$ cat config.mk
export PLATFORM = sky130hd
export DESIGN_NAME = localization_health_failsafe_fsm_unit_flat
export DESIGN_NICKNAME = d
export VERILOG_FILES = /design/src/rtl/lhf_pkg.sv /design/src/rtl/lhf_if.sv /design/src/rtl/lhf_cfg_regs.sv /design/src/rtl/lhf_decide.sv /design/src/rtl/localization_health_failsafe_fsm_unit.sv /design/src/flat_wrapper.sv
export VERILOG_INCLUDE_DIRS = /design/src /design/src/rtl
export SDC_FILE = /design/constraint.sdc
export NUM_CORES = 1
export LEC_CHECK = 0
export BUFFER_PORTS_ARGS = -buffer_cell sky130_fd_sc_hd__buf_2
export CAP_MARGIN = 20
export CORE_MARGIN = 3
export CORE_UTILIZATION = 50
export DETAILED_ROUTE_END_ITERATION = 7
export GPL_TIMING_DRIVEN = 0
export HOLD_SLACK_MARGIN = 0.06
export PLACE_DENSITY = 0.73
export SETUP_SLACK_MARGIN = 0.15
export SLEW_MARGIN = 10
export SYNTH_ARGS = -nofsm -noshare
export SYNTH_HDL_FRONTEND = slang
export SYNTH_HIERARCHICAL = 1
export SYNTH_SLANG_ARGS = --single-unit
$ cat constraint.sdc
create_clock -name clk -period 14.8 [get_ports clk]
set_input_delay 2.96 -clock clk [delete_from_list [all_inputs] [get_ports clk]]
set_output_delay 2.96 -clock clk [all_outputs]
set_load 0.02 [all_outputs]
$ cat src/rtl/assert_macros.svh
// Assertion helpers for the RTL files; the top-level unit includes them.
`ifndef ASSERT_MACROS_SVH
`define ASSERT_MACROS_SVH

// Property checked at every clock edge outside reset.
`define LHF_ASSERT(lbl, clk, rstn, prop) \
	lbl: assert property (@(posedge clk) disable iff (!(rstn)) (prop)) \
		else $error("lhf assertion failed");

// Consequence must hold in the cycle after the antecedent.
`define LHF_ASSERT_NEXT(lbl, clk, rstn, ante, cons) \
	lbl: assert property (@(posedge clk) disable iff (!(rstn)) (ante) |=> (cons)) \
		else $error("lhf assertion failed");

`endif

$ cat src/rtl/lhf_pkg.sv
package lhf_pkg;

	localparam int OPCODE_BITS          = 2;
	localparam int FAULT_BITS           = 4;
	localparam int CONFIRM_FRAMES_BITS  = 16;
	localparam int CONFIRM_DUR_BITS     = 32;
	localparam int CFG_DATA_BITS        = 32;
	localparam int CFG_INDEX_BITS       = 1;

	localparam logic [CONFIRM_FRAMES_BITS-1:0] CONFIRM_FRAMES_RESET = 16'd3;
	localparam logic [CONFIRM_FRAMES_BITS-1:0] CONFIRM_FRAMES_MIN   = 16'd2;
	localparam logic [CONFIRM_DUR_BITS-1:0]    CONFIRM_DUR_RESET    = 32'd0;
	localparam logic [CONFIRM_DUR_BITS-1:0]    SLACK_US             = 32'd100;
	localparam logic [31:0]                    ROLLBACK_US          = 32'd500000;

	typedef enum logic [OPCODE_BITS-1:0] {
		OP_EVIDENCE      = 2'd0,
		OP_FAIL_CLOSE    = 2'd1,
		OP_SEGMENT_RESET = 2'd2
	} opcode_t;

	typedef enum logic [CFG_INDEX_BITS-1:0] {
		REG_CONFIRM_FRAMES   = 1'd0,
		REG_CONFIRM_DURATION = 1'd1
	} cfg_reg_t;

	typedef enum logic [1:0] {
		ST_ACTIVE         = 2'd0,
		ST_PAUSED_QUALITY = 2'd1,
		ST_PAUSED_IO      = 2'd2,
		ST_FAIL_CLOSED    = 2'd3
	} auth_state_t;

	typedef enum logic [3:0] {
		RSN_NONE        = 4'd0,
		RSN_HEALTHY     = 4'd1,
		RSN_IO_NOT_READY = 4'd2,
		RSN_HIGH_FITNESS = 4'd3,
		RSN_TRANSIENT   = 4'd4,
		RSN_NONFINITE   = 4'd5,
		RSN_ROLLBACK    = 4'd6,
		RSN_PHYSICAL    = 4'd7,
		RSN_IDENTITY    = 4'd8,
		RSN_CONFIRMED   = 4'd9,
		RSN_EXPLICIT    = 4'd10
	} reason_t;

	// Authority decision as held between items and reported with each result.
	typedef struct packed {
		auth_state_t state;
		reason_t     reason;
		logic        writes;
		logic        warning;
		logic        latched;
		logic        changed;
	} decision_t;

	localparam decision_t DECISION_RESET = '{
		state:   ST_ACTIVE,
		reason:  RSN_NONE,
		writes:  1'b0,
		warning: 1'b0,
		latched: 1'b0,
		changed: 1'b0
	};

endpackage

$ cat src/rtl/lhf_if.sv
interface lhf_in_if import lhf_pkg::*; #(
	parameter int STAMP_BITS = 48
);
	logic                    valid;
	logic                    ready;
	logic [OPCODE_BITS-1:0]  opcode;
	logic [STAMP_BITS-1:0]   stamp_us;
	logic                    stamp_finite;
	logic [FAULT_BITS-1:0]   fault_flags;
	logic                    innovation_reject;
	logic                    geometry_bad;
	logic                    observability_bad;
	logic                    match_converged;
	logic                    fitness_high;
	logic                    storage_paused;

	modport source (
		output valid, opcode, stamp_us, stamp_finite, fault_flags, innovation_reject,
		output geometry_bad, observability_bad, match_converged, fitness_high,
		output storage_paused,
		input  ready
	);
	modport sink (
		input  valid, opcode, stamp_us, stamp_finite, fault_flags, innovation_reject,
		input  geometry_bad, observability_bad, match_converged, fitness_high,
		input  storage_paused,
		output ready
	);
endinterface

interface lhf_out_if #(
	parameter int STAMP_BITS = 48,
	parameter int COUNT_BITS = 16
);
	logic                  valid;
	logic                  ready;
	logic [1:0]            authority_state;
	logic [3:0]            reason_code;
	logic                  writes_allowed;
	logic                  warning_allowed;
	logic                  latched;
	logic                  state_changed;
	logic [COUNT_BITS-1:0] failure_count;
	logic [STAMP_BITS-1:0] failure_duration_us;

	modport source (
		output valid, authority_state, reason_code, writes_allowed, warning_allowed,
		output latched, state_changed, failure_count, failure_duration_us,
		input  ready
	);
	modport sink (
		input  valid, authority_state, reason_code, writes_allowed, warning_allowed,
		input  latched, state_changed, failure_count, failure_duration_us,
		output ready
	);
endinterface

$ cat src/rtl/lhf_cfg_regs.sv
module lhf_cfg_regs import lhf_pkg::*; (
	input  logic                           clk,
	input  logic                           arst_n,
	input  logic                           cfg_we,
	input  logic [CFG_INDEX_BITS-1:0]      cfg_index,
	input  logic [CFG_DATA_BITS-1:0]       cfg_wdata,
	output logic [CONFIRM_FRAMES_BITS-1:0] confirm_frames,
	output logic [CONFIRM_DUR_BITS-1:0]    confirm_duration_us,
	output logic                           segment_clear
);
	logic [CONFIRM_FRAMES_BITS-1:0] frames_q;
	logic [CONFIRM_DUR_BITS-1:0]    duration_q;
	logic [CONFIRM_FRAMES_BITS-1:0] frames_wdata;

	// Fewer than two frames cannot confirm a run, so such values are raised to two.
	assign frames_wdata = (cfg_wdata[CONFIRM_FRAMES_BITS-1:0] < CONFIRM_FRAMES_MIN) ?
		CONFIRM_FRAMES_MIN : cfg_wdata[CONFIRM_FRAMES_BITS-1:0];

	always_ff @(posedge clk or negedge arst_n) begin
		if (!arst_n) begin
			frames_q   <= CONFIRM_FRAMES_RESET;
			duration_q <= CONFIRM_DUR_RESET;
		end else if (cfg_we) begin
			unique case (cfg_reg_t'(cfg_index))
				REG_CONFIRM_FRAMES: begin
					frames_q <= frames_wdata;
				end
				REG_CONFIRM_DURATION: begin
					duration_q <= cfg_wdata[CONFIRM_DUR_BITS-1:0];
				end
				default: begin
				end
			endcase
		end
	end

	assign confirm_frames      = frames_q;
	assign confirm_duration_us = duration_q;
	// Every register write also starts a new segment.
	assign segment_clear       = cfg_we;

endmodule

$ cat src/rtl/lhf_decide.sv
module lhf_decide import lhf_pkg::*; #(
	parameter int STAMP_BITS = 48,
	parameter int COUNT_BITS = 16
) (
	input  logic [OPCODE_BITS-1:0]         opcode,
	input  logic [STAMP_BITS-1:0]          stamp_us,
	input  logic                           stamp_finite,
	input  logic [FAULT_BITS-1:0]          fault_flags,
	input  logic                           innovation_reject,
	input  logic                           geometry_bad,
	input  logic                           observability_bad,
	input  logic                           match_converged,
	input  logic                           fitness_high,
	input  logic                           storage_paused,
	input  logic [CONFIRM_FRAMES_BITS-1:0] confirm_frames,
	input  logic [CONFIRM_DUR_BITS-1:0]    confirm_duration_us,
	input  decision_t                      dec_q,
	input  logic [COUNT_BITS-1:0]          run_q,
	input  logic [STAMP_BITS-1:0]          span_q,
	input  logic [STAMP_BITS-1:0]          start_q,
	input  logic                           start_ok_q,
	input  logic [STAMP_BITS-1:0]          last_q,
	output decision_t                      dec_d,
	output logic [COUNT_BITS-1:0]          run_d,
	output logic [STAMP_BITS-1:0]          span_d,
	output logic [STAMP_BITS-1:0]          start_d,
	output logic                           start_ok_d,
	output logic [STAMP_BITS-1:0]          last_d
);
	localparam int CMP_BITS = (COUNT_BITS > CONFIRM_FRAMES_BITS) ?
		COUNT_BITS : CONFIRM_FRAMES_BITS;
	localparam logic [COUNT_BITS-1:0] RUN_MAX = '1;

	logic                  rollback_seen;
	logic                  immediate;
	logic                  indep;
	logic                  hard;
	logic                  confirmed;
	logic                  run_begins;
	logic [STAMP_BITS-1:0] rollback_gap;
	logic [STAMP_BITS-1:0] start_eff;
	logic                  start_ok_eff;
	logic [STAMP_BITS:0]   span_diff;
	logic [STAMP_BITS-1:0] span_new;
	logic [COUNT_BITS-1:0] run_new;
	logic                  frames_ok;
	logic                  duration_ok;
	logic [CONFIRM_DUR_BITS-1:0] duration_min;
	decision_t             ev;

	assign rollback_gap  = last_q - stamp_us;
	assign rollback_seen = (last_q != '0) && stamp_finite && (last_q > stamp_us) &&
		(rollback_gap > STAMP_BITS'(ROLLBACK_US));
	assign immediate     = (fault_flags != '0) || rollback_seen;
	assign indep         = innovation_reject || geometry_bad || observability_bad;
	assign hard          = !match_converged || innovation_reject || (fitness_high && indep);

	// The first frame of a run fixes its start time and whether that time is usable.
	assign run_begins   = (run_q == '0);
	assign start_eff    = run_begins ? stamp_us : start_q;
	assign start_ok_eff = run_begins ? stamp_finite : start_ok_q;
	assign run_new      = (run_q == RUN_MAX) ? run_q : run_q + 1'b1;

	// The borrow bit doubles as the "time went back inside the run" test.
	assign span_diff = {1'b0, stamp_us} - {1'b0, start_eff};
	assign span_new  = (stamp_finite && start_ok_eff && !span_diff[STAMP_BITS]) ?
		span_diff[STAMP_BITS-1:0] : '0;

	assign duration_min = confirm_duration_us - SLACK_US;
	assign frames_ok    = CMP_BITS'(run_new) >= CMP_BITS'(confirm_frames);
	assign duration_ok  = (confirm_duration_us <= SLACK_US) ||
		(span_new >= STAMP_BITS'(duration_min));
	assign confirmed    = hard && frames_ok && duration_ok;

	always_comb begin
		ev = dec_q;
		if (immediate || confirmed) begin
			ev.state   = ST_FAIL_CLOSED;
			ev.latched = 1'b1;
			if (!immediate) begin
				ev.reason = RSN_CONFIRMED;
			end else if (fault_flags[0]) begin
				ev.reason = RSN_NONFINITE;
			end else if (fault_flags[1] || rollback_seen) begin
				ev.reason = RSN_ROLLBACK;
			end else if (fault_flags[2]) begin
				ev.reason = RSN_PHYSICAL;
			end else begin
				ev.reason = RSN_IDENTITY;
			end
		end else if (storage_paused) begin
			ev.state  = ST_PAUSED_IO;
			ev.reason = RSN_IO_NOT_READY;
		end else if (hard || fitness_high || observability_bad || geometry_bad) begin
			ev.state  = ST_PAUSED_QUALITY;
			ev.reason = (fitness_high && !indep) ? RSN_HIGH_FITNESS : RSN_TRANSIENT;
		end else begin
			ev.state  = ST_ACTIVE;
			ev.reason = RSN_HEALTHY;
		end
		ev.writes  = (ev.state == ST_ACTIVE);
		ev.warning = (ev.state != ST_FAIL_CLOSED);
		ev.changed = (ev.state != dec_q.state);
	end

	always_comb begin
		dec_d      = dec_q;
		run_d      = run_q;
		span_d     = span_q;
		start_d    = start_q;
		start_ok_d = start_ok_q;
		last_d     = last_q;
		unique case (opcode_t'(opcode))
			OP_EVIDENCE: begin
				if (dec_q.latched) begin
					// A latched block only reports its held decision.
					dec_d.changed = 1'b0;
				end else begin
					dec_d = ev;
					if (hard) begin
						run_d      = run_new;
						span_d     = span_new;
						start_d    = start_eff;
						start_ok_d = start_ok_eff;
					end else begin
						run_d      = '0;
						span_d     = '0;
						start_d    = '0;
						start_ok_d = 1'b1;
					end
					if (stamp_finite && (stamp_us != '0)) begin
						last_d = stamp_us;
					end
				end
			end
			OP_FAIL_CLOSE: begin
				dec_d.state   = ST_FAIL_CLOSED;
				dec_d.reason  = RSN_EXPLICIT;
				dec_d.writes  = 1'b0;
				dec_d.warning = 1'b0;
				dec_d.latched = 1'b1;
				dec_d.changed = (dec_q.state != ST_FAIL_CLOSED);
			end
			OP_SEGMENT_RESET: begin
				dec_d      = DECISION_RESET;
				run_d      = '0;
				span_d     = '0;
				start_d    = '0;
				start_ok_d = 1'b1;
				last_d     = '0;
			end
			default: begin
				dec_d.changed = 1'b0;
			end
		endcase
	end

endmodule

$ cat src/rtl/localization_health_failsafe_fsm_unit.sv
// Pipeline: an item is caught in the input register at the edge that accepts it and its
// result is registered as it moves on into the result register, once that is empty or read.
// Throughput: one item per cycle while the output is ready; the state update is a single pass
// of flag logic, compares and subtractions between the input and result registers.
// Reset (arst_n low, asynchronous): both pipeline stages empty, authority active with
// no reason, counters and timestamps zero, confirm_frames 3, confirm_duration_us 0.
`include "assert_macros.svh"

module localization_health_failsafe_fsm_unit import lhf_pkg::*; #(
	parameter int STAMP_BITS = 48,
	parameter int COUNT_BITS = 16
) (
	input  logic                      clk,
	input  logic                      arst_n,
	input  logic                      cfg_we,
	input  logic [CFG_INDEX_BITS-1:0] cfg_index,
	input  logic [CFG_DATA_BITS-1:0]  cfg_wdata,
	lhf_in_if.sink                    in_ch,
	lhf_out_if.source                 out_ch
);
	logic [CONFIRM_FRAMES_BITS-1:0] confirm_frames;
	logic [CONFIRM_DUR_BITS-1:0]    confirm_duration_us;
	logic                           segment_clear;

	// Input register
	logic                   valid_s1;
	logic [OPCODE_BITS-1:0] opcode_s1;
	logic [STAMP_BITS-1:0]  stamp_s1;
	logic                   finite_s1;
	logic [FAULT_BITS-1:0]  faults_s1;
	logic                   innov_s1;
	logic                   geom_s1;
	logic                   obs_s1;
	logic                   conv_s1;
	logic                   fit_s1;
	logic                   io_s1;

	// Block state
	decision_t             dec_q;
	logic [COUNT_BITS-1:0] run_q;
	logic [STAMP_BITS-1:0] span_q;
	logic [STAMP_BITS-1:0] start_q;
	logic                  start_ok_q;
	logic [STAMP_BITS-1:0] last_q;

	decision_t             dec_d;
	logic [COUNT_BITS-1:0] run_d;
	logic [STAMP_BITS-1:0] span_d;
	logic [STAMP_BITS-1:0] start_d;
	logic                  start_ok_d;
	logic [STAMP_BITS-1:0] last_d;

	// Result register
	logic                  valid_s2;
	decision_t             dec_s2;
	logic [COUNT_BITS-1:0] run_s2;
	logic [STAMP_BITS-1:0] span_s2;

	logic advance;
	logic accept;

	lhf_cfg_regs u_cfg (
		.clk                 (clk),
		.arst_n              (arst_n),
		.cfg_we              (cfg_we),
		.cfg_index           (cfg_index),
		.cfg_wdata           (cfg_wdata),
		.confirm_frames      (confirm_frames),
		.confirm_duration_us (confirm_duration_us),
		.segment_clear       (segment_clear)
	);

	lhf_decide #(
		.STAMP_BITS (STAMP_BITS),
		.COUNT_BITS (COUNT_BITS)
	) u_decide (
		.opcode              (opcode_s1),
		.stamp_us            (stamp_s1),
		.stamp_finite        (finite_s1),
		.fault_flags         (faults_s1),
		.innovation_reject   (innov_s1),
		.geometry_bad        (geom_s1),
		.observability_bad   (obs_s1),
		.match_converged     (conv_s1),
		.fitness_high        (fit_s1),
		.storage_paused      (io_s1),
		.confirm_frames      (confirm_frames),
		.confirm_duration_us (confirm_duration_us),
		.dec_q               (dec_q),
		.run_q               (run_q),
		.span_q              (span_q),
		.start_q             (start_q),
		.start_ok_q          (start_ok_q),
		.last_q              (last_q),
		.dec_d               (dec_d),
		.run_d               (run_d),
		.span_d              (span_d),
		.start_d             (start_d),
		.start_ok_d          (start_ok_d),
		.last_d              (last_d)
	);

	// The item in the input register moves on whenever the result register is empty or being read.
	assign advance     = valid_s1 && (!valid_s2 || out_ch.ready);
	assign in_ch.ready = !valid_s1 || advance;
	assign accept      = in_ch.valid && in_ch.ready;

	always_ff @(posedge clk or negedge arst_n) begin
		if (!arst_n) begin
			valid_s1 <= 1'b0;
		end else if (in_ch.ready) begin
			valid_s1 <= in_ch.valid;
		end
	end

	always_ff @(posedge clk) begin
		if (accept) begin
			opcode_s1 <= in_ch.opcode;
			stamp_s1  <= in_ch.stamp_us;
			finite_s1 <= in_ch.stamp_finite;
			faults_s1 <= in_ch.fault_flags;
			innov_s1  <= in_ch.innovation_reject;
			geom_s1   <= in_ch.geometry_bad;
			obs_s1    <= in_ch.observability_bad;
			conv_s1   <= in_ch.match_converged;
			fit_s1    <= in_ch.fitness_high;
			io_s1     <= in_ch.storage_paused;
		end
	end

	always_ff @(posedge clk or negedge arst_n) begin
		if (!arst_n) begin
			dec_q      <= DECISION_RESET;
			run_q      <= '0;
			span_q     <= '0;
			start_q    <= '0;
			start_ok_q <= 1'b1;
			last_q     <= '0;
		end else if (segment_clear) begin
			dec_q      <= DECISION_RESET;
			run_q      <= '0;
			span_q     <= '0;
			start_q    <= '0;
			start_ok_q <= 1'b1;
			last_q     <= '0;
		end else if (advance) begin
			dec_q      <= dec_d;
			run_q      <= run_d;
			span_q     <= span_d;
			start_q    <= start_d;
			start_ok_q <= start_ok_d;
			last_q     <= last_d;
		end
	end

	always_ff @(posedge clk or negedge arst_n) begin
		if (!arst_n) begin
			valid_s2 <= 1'b0;
		end else if (advance) begin
			valid_s2 <= 1'b1;
		end else if (out_ch.ready) begin
			valid_s2 <= 1'b0;
		end
	end

	always_ff @(posedge clk) begin
		if (advance) begin
			dec_s2  <= dec_d;
			run_s2  <= run_d;
			span_s2 <= span_d;
		end
	end

	assign out_ch.valid               = valid_s2;
	assign out_ch.authority_state     = dec_s2.state;
	assign out_ch.reason_code         = dec_s2.reason;
	assign out_ch.writes_allowed      = dec_s2.writes;
	assign out_ch.warning_allowed     = dec_s2.warning;
	assign out_ch.latched             = dec_s2.latched;
	assign out_ch.state_changed       = dec_s2.changed;
	assign out_ch.failure_count       = run_s2;
	assign out_ch.failure_duration_us = span_s2;

	`LHF_ASSERT(a_latch_means_fail_closed, clk, arst_n,
		!valid_s2 || !dec_s2.latched || (dec_s2.state == ST_FAIL_CLOSED))
	`LHF_ASSERT(a_no_run_no_duration, clk, arst_n,
		!valid_s2 || (run_s2 != '0) || (span_s2 == '0))
	`LHF_ASSERT(a_empty_stage_takes_item, clk, arst_n, valid_s1 || in_ch.ready)
	`LHF_ASSERT_NEXT(a_latch_holds, clk, arst_n,
		dec_q.latched && !segment_clear &&
		!(advance && (opcode_s1 == OP_SEGMENT_RESET)),
		dec_q.latched)
	`LHF_ASSERT_NEXT(a_result_follows_advance, clk, arst_n, advance, valid_s2)

endmodule
$ cat src/flat_wrapper.sv
// flat-port wrapper written by rule: the top's interface ports become plain ports
module localization_health_failsafe_fsm_unit_flat import lhf_pkg::*;
#(
	parameter int STAMP_BITS = 48,
	parameter int COUNT_BITS = 16
)
  (clk, arst_n, cfg_we, cfg_index, cfg_wdata, in_ch_valid, in_ch_opcode, in_ch_stamp_us, in_ch_stamp_finite, in_ch_fault_flags, in_ch_innovation_reject, in_ch_geometry_bad, in_ch_observability_bad, in_ch_match_converged, in_ch_fitness_high, in_ch_storage_paused, in_ch_ready, out_ch_valid, out_ch_authority_state, out_ch_reason_code, out_ch_writes_allowed, out_ch_warning_allowed, out_ch_latched, out_ch_state_changed, out_ch_failure_count, out_ch_failure_duration_us, out_ch_ready);
  lhf_in_if #(.STAMP_BITS(STAMP_BITS)) in_ch_i ();
  lhf_out_if #(.STAMP_BITS(STAMP_BITS), .COUNT_BITS(COUNT_BITS)) out_ch_i ();
  input  logic clk;
  input  logic arst_n;
  input  logic cfg_we;
  input  logic [CFG_INDEX_BITS-1:0] cfg_index;
  input  logic [CFG_DATA_BITS-1:0] cfg_wdata;
  input wire logic [$bits(in_ch_i.valid)-1:0] in_ch_valid;
  input wire logic [$bits(in_ch_i.opcode)-1:0] in_ch_opcode;
  input wire logic [$bits(in_ch_i.stamp_us)-1:0] in_ch_stamp_us;
  input wire logic [$bits(in_ch_i.stamp_finite)-1:0] in_ch_stamp_finite;
  input wire logic [$bits(in_ch_i.fault_flags)-1:0] in_ch_fault_flags;
  input wire logic [$bits(in_ch_i.innovation_reject)-1:0] in_ch_innovation_reject;
  input wire logic [$bits(in_ch_i.geometry_bad)-1:0] in_ch_geometry_bad;
  input wire logic [$bits(in_ch_i.observability_bad)-1:0] in_ch_observability_bad;
  input wire logic [$bits(in_ch_i.match_converged)-1:0] in_ch_match_converged;
  input wire logic [$bits(in_ch_i.fitness_high)-1:0] in_ch_fitness_high;
  input wire logic [$bits(in_ch_i.storage_paused)-1:0] in_ch_storage_paused;
  output wire logic [$bits(in_ch_i.ready)-1:0] in_ch_ready;
  output wire logic [$bits(out_ch_i.valid)-1:0] out_ch_valid;
  output wire logic [$bits(out_ch_i.authority_state)-1:0] out_ch_authority_state;
  output wire logic [$bits(out_ch_i.reason_code)-1:0] out_ch_reason_code;
  output wire logic [$bits(out_ch_i.writes_allowed)-1:0] out_ch_writes_allowed;
  output wire logic [$bits(out_ch_i.warning_allowed)-1:0] out_ch_warning_allowed;
  output wire logic [$bits(out_ch_i.latched)-1:0] out_ch_latched;
  output wire logic [$bits(out_ch_i.state_changed)-1:0] out_ch_state_changed;
  output wire logic [$bits(out_ch_i.failure_count)-1:0] out_ch_failure_count;
  output wire logic [$bits(out_ch_i.failure_duration_us)-1:0] out_ch_failure_duration_us;
  input wire logic [$bits(out_ch_i.ready)-1:0] out_ch_ready;
  assign in_ch_i.valid = in_ch_valid;
  assign in_ch_i.opcode = in_ch_opcode;
  assign in_ch_i.stamp_us = in_ch_stamp_us;
  assign in_ch_i.stamp_finite = in_ch_stamp_finite;
  assign in_ch_i.fault_flags = in_ch_fault_flags;
  assign in_ch_i.innovation_reject = in_ch_innovation_reject;
  assign in_ch_i.geometry_bad = in_ch_geometry_bad;
  assign in_ch_i.observability_bad = in_ch_observability_bad;
  assign in_ch_i.match_converged = in_ch_match_converged;
  assign in_ch_i.fitness_high = in_ch_fitness_high;
  assign in_ch_i.storage_paused = in_ch_storage_paused;
  assign in_ch_ready = in_ch_i.ready;
  assign out_ch_valid = out_ch_i.valid;
  assign out_ch_authority_state = out_ch_i.authority_state;
  assign out_ch_reason_code = out_ch_i.reason_code;
  assign out_ch_writes_allowed = out_ch_i.writes_allowed;
  assign out_ch_warning_allowed = out_ch_i.warning_allowed;
  assign out_ch_latched = out_ch_i.latched;
  assign out_ch_state_changed = out_ch_i.state_changed;
  assign out_ch_failure_count = out_ch_i.failure_count;
  assign out_ch_failure_duration_us = out_ch_i.failure_duration_us;
  assign out_ch_i.ready = out_ch_ready;
  localization_health_failsafe_fsm_unit #(.STAMP_BITS(STAMP_BITS), .COUNT_BITS(COUNT_BITS)) u_core (.clk(clk), .arst_n(arst_n), .cfg_we(cfg_we), .cfg_index(cfg_index), .cfg_wdata(cfg_wdata), .in_ch(in_ch_i), .out_ch(out_ch_i));
endmodule
==> impl_metrics.env <==
export IMPL_outcome="complete, but fails checks"
export IMPL_violations="DRC"
export IMPL_overflow=0
export IMPL_hold_violations=0
export IMPL_r2r_end="u_core/dec_q[4]"
export IMPL_p_seq_share_pct=37.8
export IMPL_synthCells=2995
export IMPL_cts_sinks=355
export IMPL_p_int_w=0.00199
export IMPL_holdPathStages=1
export IMPL_min_period_ns=11.27
export IMPL_peakVddDrop_mv=0.0938
export IMPL_yosys_warnings=6
export IMPL_syn_to_final_growth_pct=12.4
export IMPL_hold_buffers=0
export IMPL_synth_area_um2=26600
export IMPL_p_sw_share_pct=34.3
export IMPL_tns_ns=0
export IMPL_wl_per_cell_um=26.4
export IMPL_path_class="reg2reg"
export IMPL_whs_ns=0.514
export IMPL_hold_class="reg2reg"
export IMPL_io_buffers=174
export IMPL_reg2regPathDepth=34
export IMPL_routabilityCongestion=0.963
export IMPL_path_max_fanout=10
export IMPL_die_w_um=237
export IMPL_grt_pass1_wl_um=154000
export IMPL_skew_ns=0.0245
export IMPL_die_area_um2=56000
export IMPL_grt_pass1_vias=25000
export IMPL_route_detailed_drc=1
export IMPL_hold_path_end="u_core/u_cfg/confirm_frames[5]"
export IMPL_p_sw_w=0.00104
export IMPL_clkLatencyLatePin_ns=0.58
export IMPL_num_rows=83
export IMPL_p_leak_nw=11.9
export IMPL_cts_setup_buffers=0
export IMPL_dr_pass1_iters=8
export IMPL_rsz0062_at_grt="false"
export IMPL_fin_total_pwr_w=0.00304
export IMPL_stdcell_count=3933
export IMPL_cts_buffers=43
export IMPL_antenna_found_initial=4
export IMPL_tightest_slew_ns=1.26
export IMPL_setup_viol=0
export IMPL_worstSetupStartpointType="flop"
export IMPL_hp_start="u_core/u_cfg/confirm_frames[5]"
export IMPL_coreArea_um2=51900
export IMPL_nFillCells=4737
export IMPL_cts_repair_resized=0
export IMPL_ant_nets=0
export IMPL_drive_gt1_share_pct=14.0
export IMPL_finalNetCount=3467
export IMPL_postLayoutCoreUtil_pct=57.6
export IMPL_maxSlewViolCount=0
export IMPL_maxCapViolCount=0
export IMPL_path_buf_inv=7
export IMPL_clk_pin_slew_ns=0.06
export IMPL_h_tree_depth=2
export IMPL_pwr_share_comb_pct=25.5
export IMPL_grt_start_max_net_pins=108
export IMPL_die_h_um=237
export IMPL_ioPinCount=175
export IMPL_rrSetupSlack_ns=3.53
export IMPL_power_density_nw_per_um2=102
export IMPL_clock_root_buffer="clkbuf_16"
export IMPL_drt_iter0_markers=3245
export IMPL_max_slew_margin_pct=15.2
export IMPL_clkPwrFrac_pct=36.6
export IMPL_routed_wl_um=104000
export IMPL_dp_hpwl_um=79300
export IMPL_dp_cells=3853
export IMPL_syn_num_nets=3244
export IMPL_clock_path_buffers=3
export IMPL_critical_path_slowest_cell="o21ai_1"
export IMPL_crit_arrival_ns=11.70
export IMPL_start_util_pct=51.2
export IMPL_via_count=26500
export IMPL_cp_top_family="compound AO/OA/AOI/OAI gates"
export IMPL_critPathCaptureType="flop"
export IMPL_r2r_start="u_core/run_q[0]"
export IMPL_crit_required_ns=15.23
export IMPL_final_period_utilization_pct=76.1
export IMPL_vias_per_cell=6.74
export IMPL_critical_path_max_stage_delay_ns=0.82
export IMPL_grt_usage_pct=35.5
export IMPL_synth_avg_cell_area_um2=8.88
export IMPL_fmax_mhz=88.8
export IMPL_cts_tree="yes"
[power by group through the flow]
| stage | Sequential, W | Combinational, W | Clock [W] |
|---|---|---|---|
| floorplan | 0.00116 | 0.000473 | 0 |
| global placement | 0.00116 | 0.000726 | 0 |
| detailed placement | 0.00116 | 0.000744 | 0 |
| CTS | 0.00115 | 0.000749 | 0.00112 |
| global route | 0.00115 | 0.000830 | 0.00116 |
| finish | 0.00115 | 0.000776 | 0.00111 |
[how the worst max path moves through the flow]
stage                          from         endpoint  slack, ns  cells past startpoint
detailed placement  u_core/run_q[0]  u_core/dec_q[4]       4.23                     34
CTS                 u_core/run_q[0]  u_core/dec_q[4]       4.16                     34
global placement    u_core/run_q[0]  u_core/dec_q[9]       4.23                     34
global route        u_core/run_q[0]  u_core/dec_q[9]       3.15                     34
finish              u_core/run_q[0]  u_core/dec_q[4]       3.53                     34
floorplan           u_core/run_q[0]  u_core/dec_q[4]       7.84                     34
[registers in the layout, indices dropped and copies added (netlist names), 2 cells and up]
| signal | flops |
|---|---|
| u_core/start_q | 48 |
| u_core/u_cfg/confirm_frames | 16 |
| u_core/last_q | 48 |
| u_core/run_q | 16 |
| u_core/out_ch.failure_duration_us | 48 |
| u_core/out_ch.reason_code | 4 |
| u_core/dec_q | 9 |
| u_core/opcode_s1 | 2 |
| u_core/stamp_s1 | 48 |
| u_core/u_cfg/confirm_duration_us | 32 |
| u_core/out_ch.failure_count | 16 |
| u_core/faults_s1 | 4 |
| u_core/span_q | 48 |
| u_core/out_ch.authority_state | 2 |
[final cells by class]
type                            instances  area, um^2  share of cell area, %
Antenna cell                            1        2.50                0.00837
Buffer                                214         965                   3.23
Clock buffer                           55        1220                   4.10
Clock inverter                         24         238                  0.795
Inverter                               99         372                   1.24
Multi-Input combinational cell       2327       15700                   52.6
Sequential cell                       355        9560                   32.0
Tap cell                              680         851                   2.85
Timing Repair Buffer                  178         968                   3.24
[per-layer routing]
metal  wire (um)  GRT usage, %  vias to the layer above
met1       43900          51.0                    13000
met5         197          1.90                        -
met4        3770          11.7                        8
li1            -             -                    11600
met3       12200          9.41                      310
met2       43800          51.8                     1590
[stage by stage]
step                      cell area, um^2  setup WS, ns
final                               29900          3.53
after floorplan                     26600          7.84
after detailed placement            28400          4.23
after CTS                           29900          4.16
after global placement              28300          4.23
after global routing                29900          3.15
[worst reg2reg max path: cells and delay by family, from the launching register on]
| family | cells | cell delay, ns |
|---|---|---|
| simple gates | 10 | 2.80 |
| flops | 1 | 0.49 |
| buf+inv | 7 | 2.52 |
| compound gates | 14 | 4.49 |
| fa+ha+maj | 3 | 0.83 |
[layout by cell type (no fill, tap or decap), drive strengths merged, types with 49 or more instances in the layout]
| cell | instances |
|---|---|
| nor3 | 66 |
| nor2 | 164 |
| nand2 | 253 |
| a22o | 52 |
| buf | 225 |
| a21oi | 208 |
| o21ai | 382 |
| ha | 148 |
| a22oi | 58 |
| clkbuf | 222 |
| edfxtp | 135 |
| nand4b | 170 |
| nand2b | 187 |
| dfrtp | 217 |
| inv | 102 |
| nor4 | 49 |
| xnor2 | 66 |
Note: power is estimated with default switching activity, not from simulation.
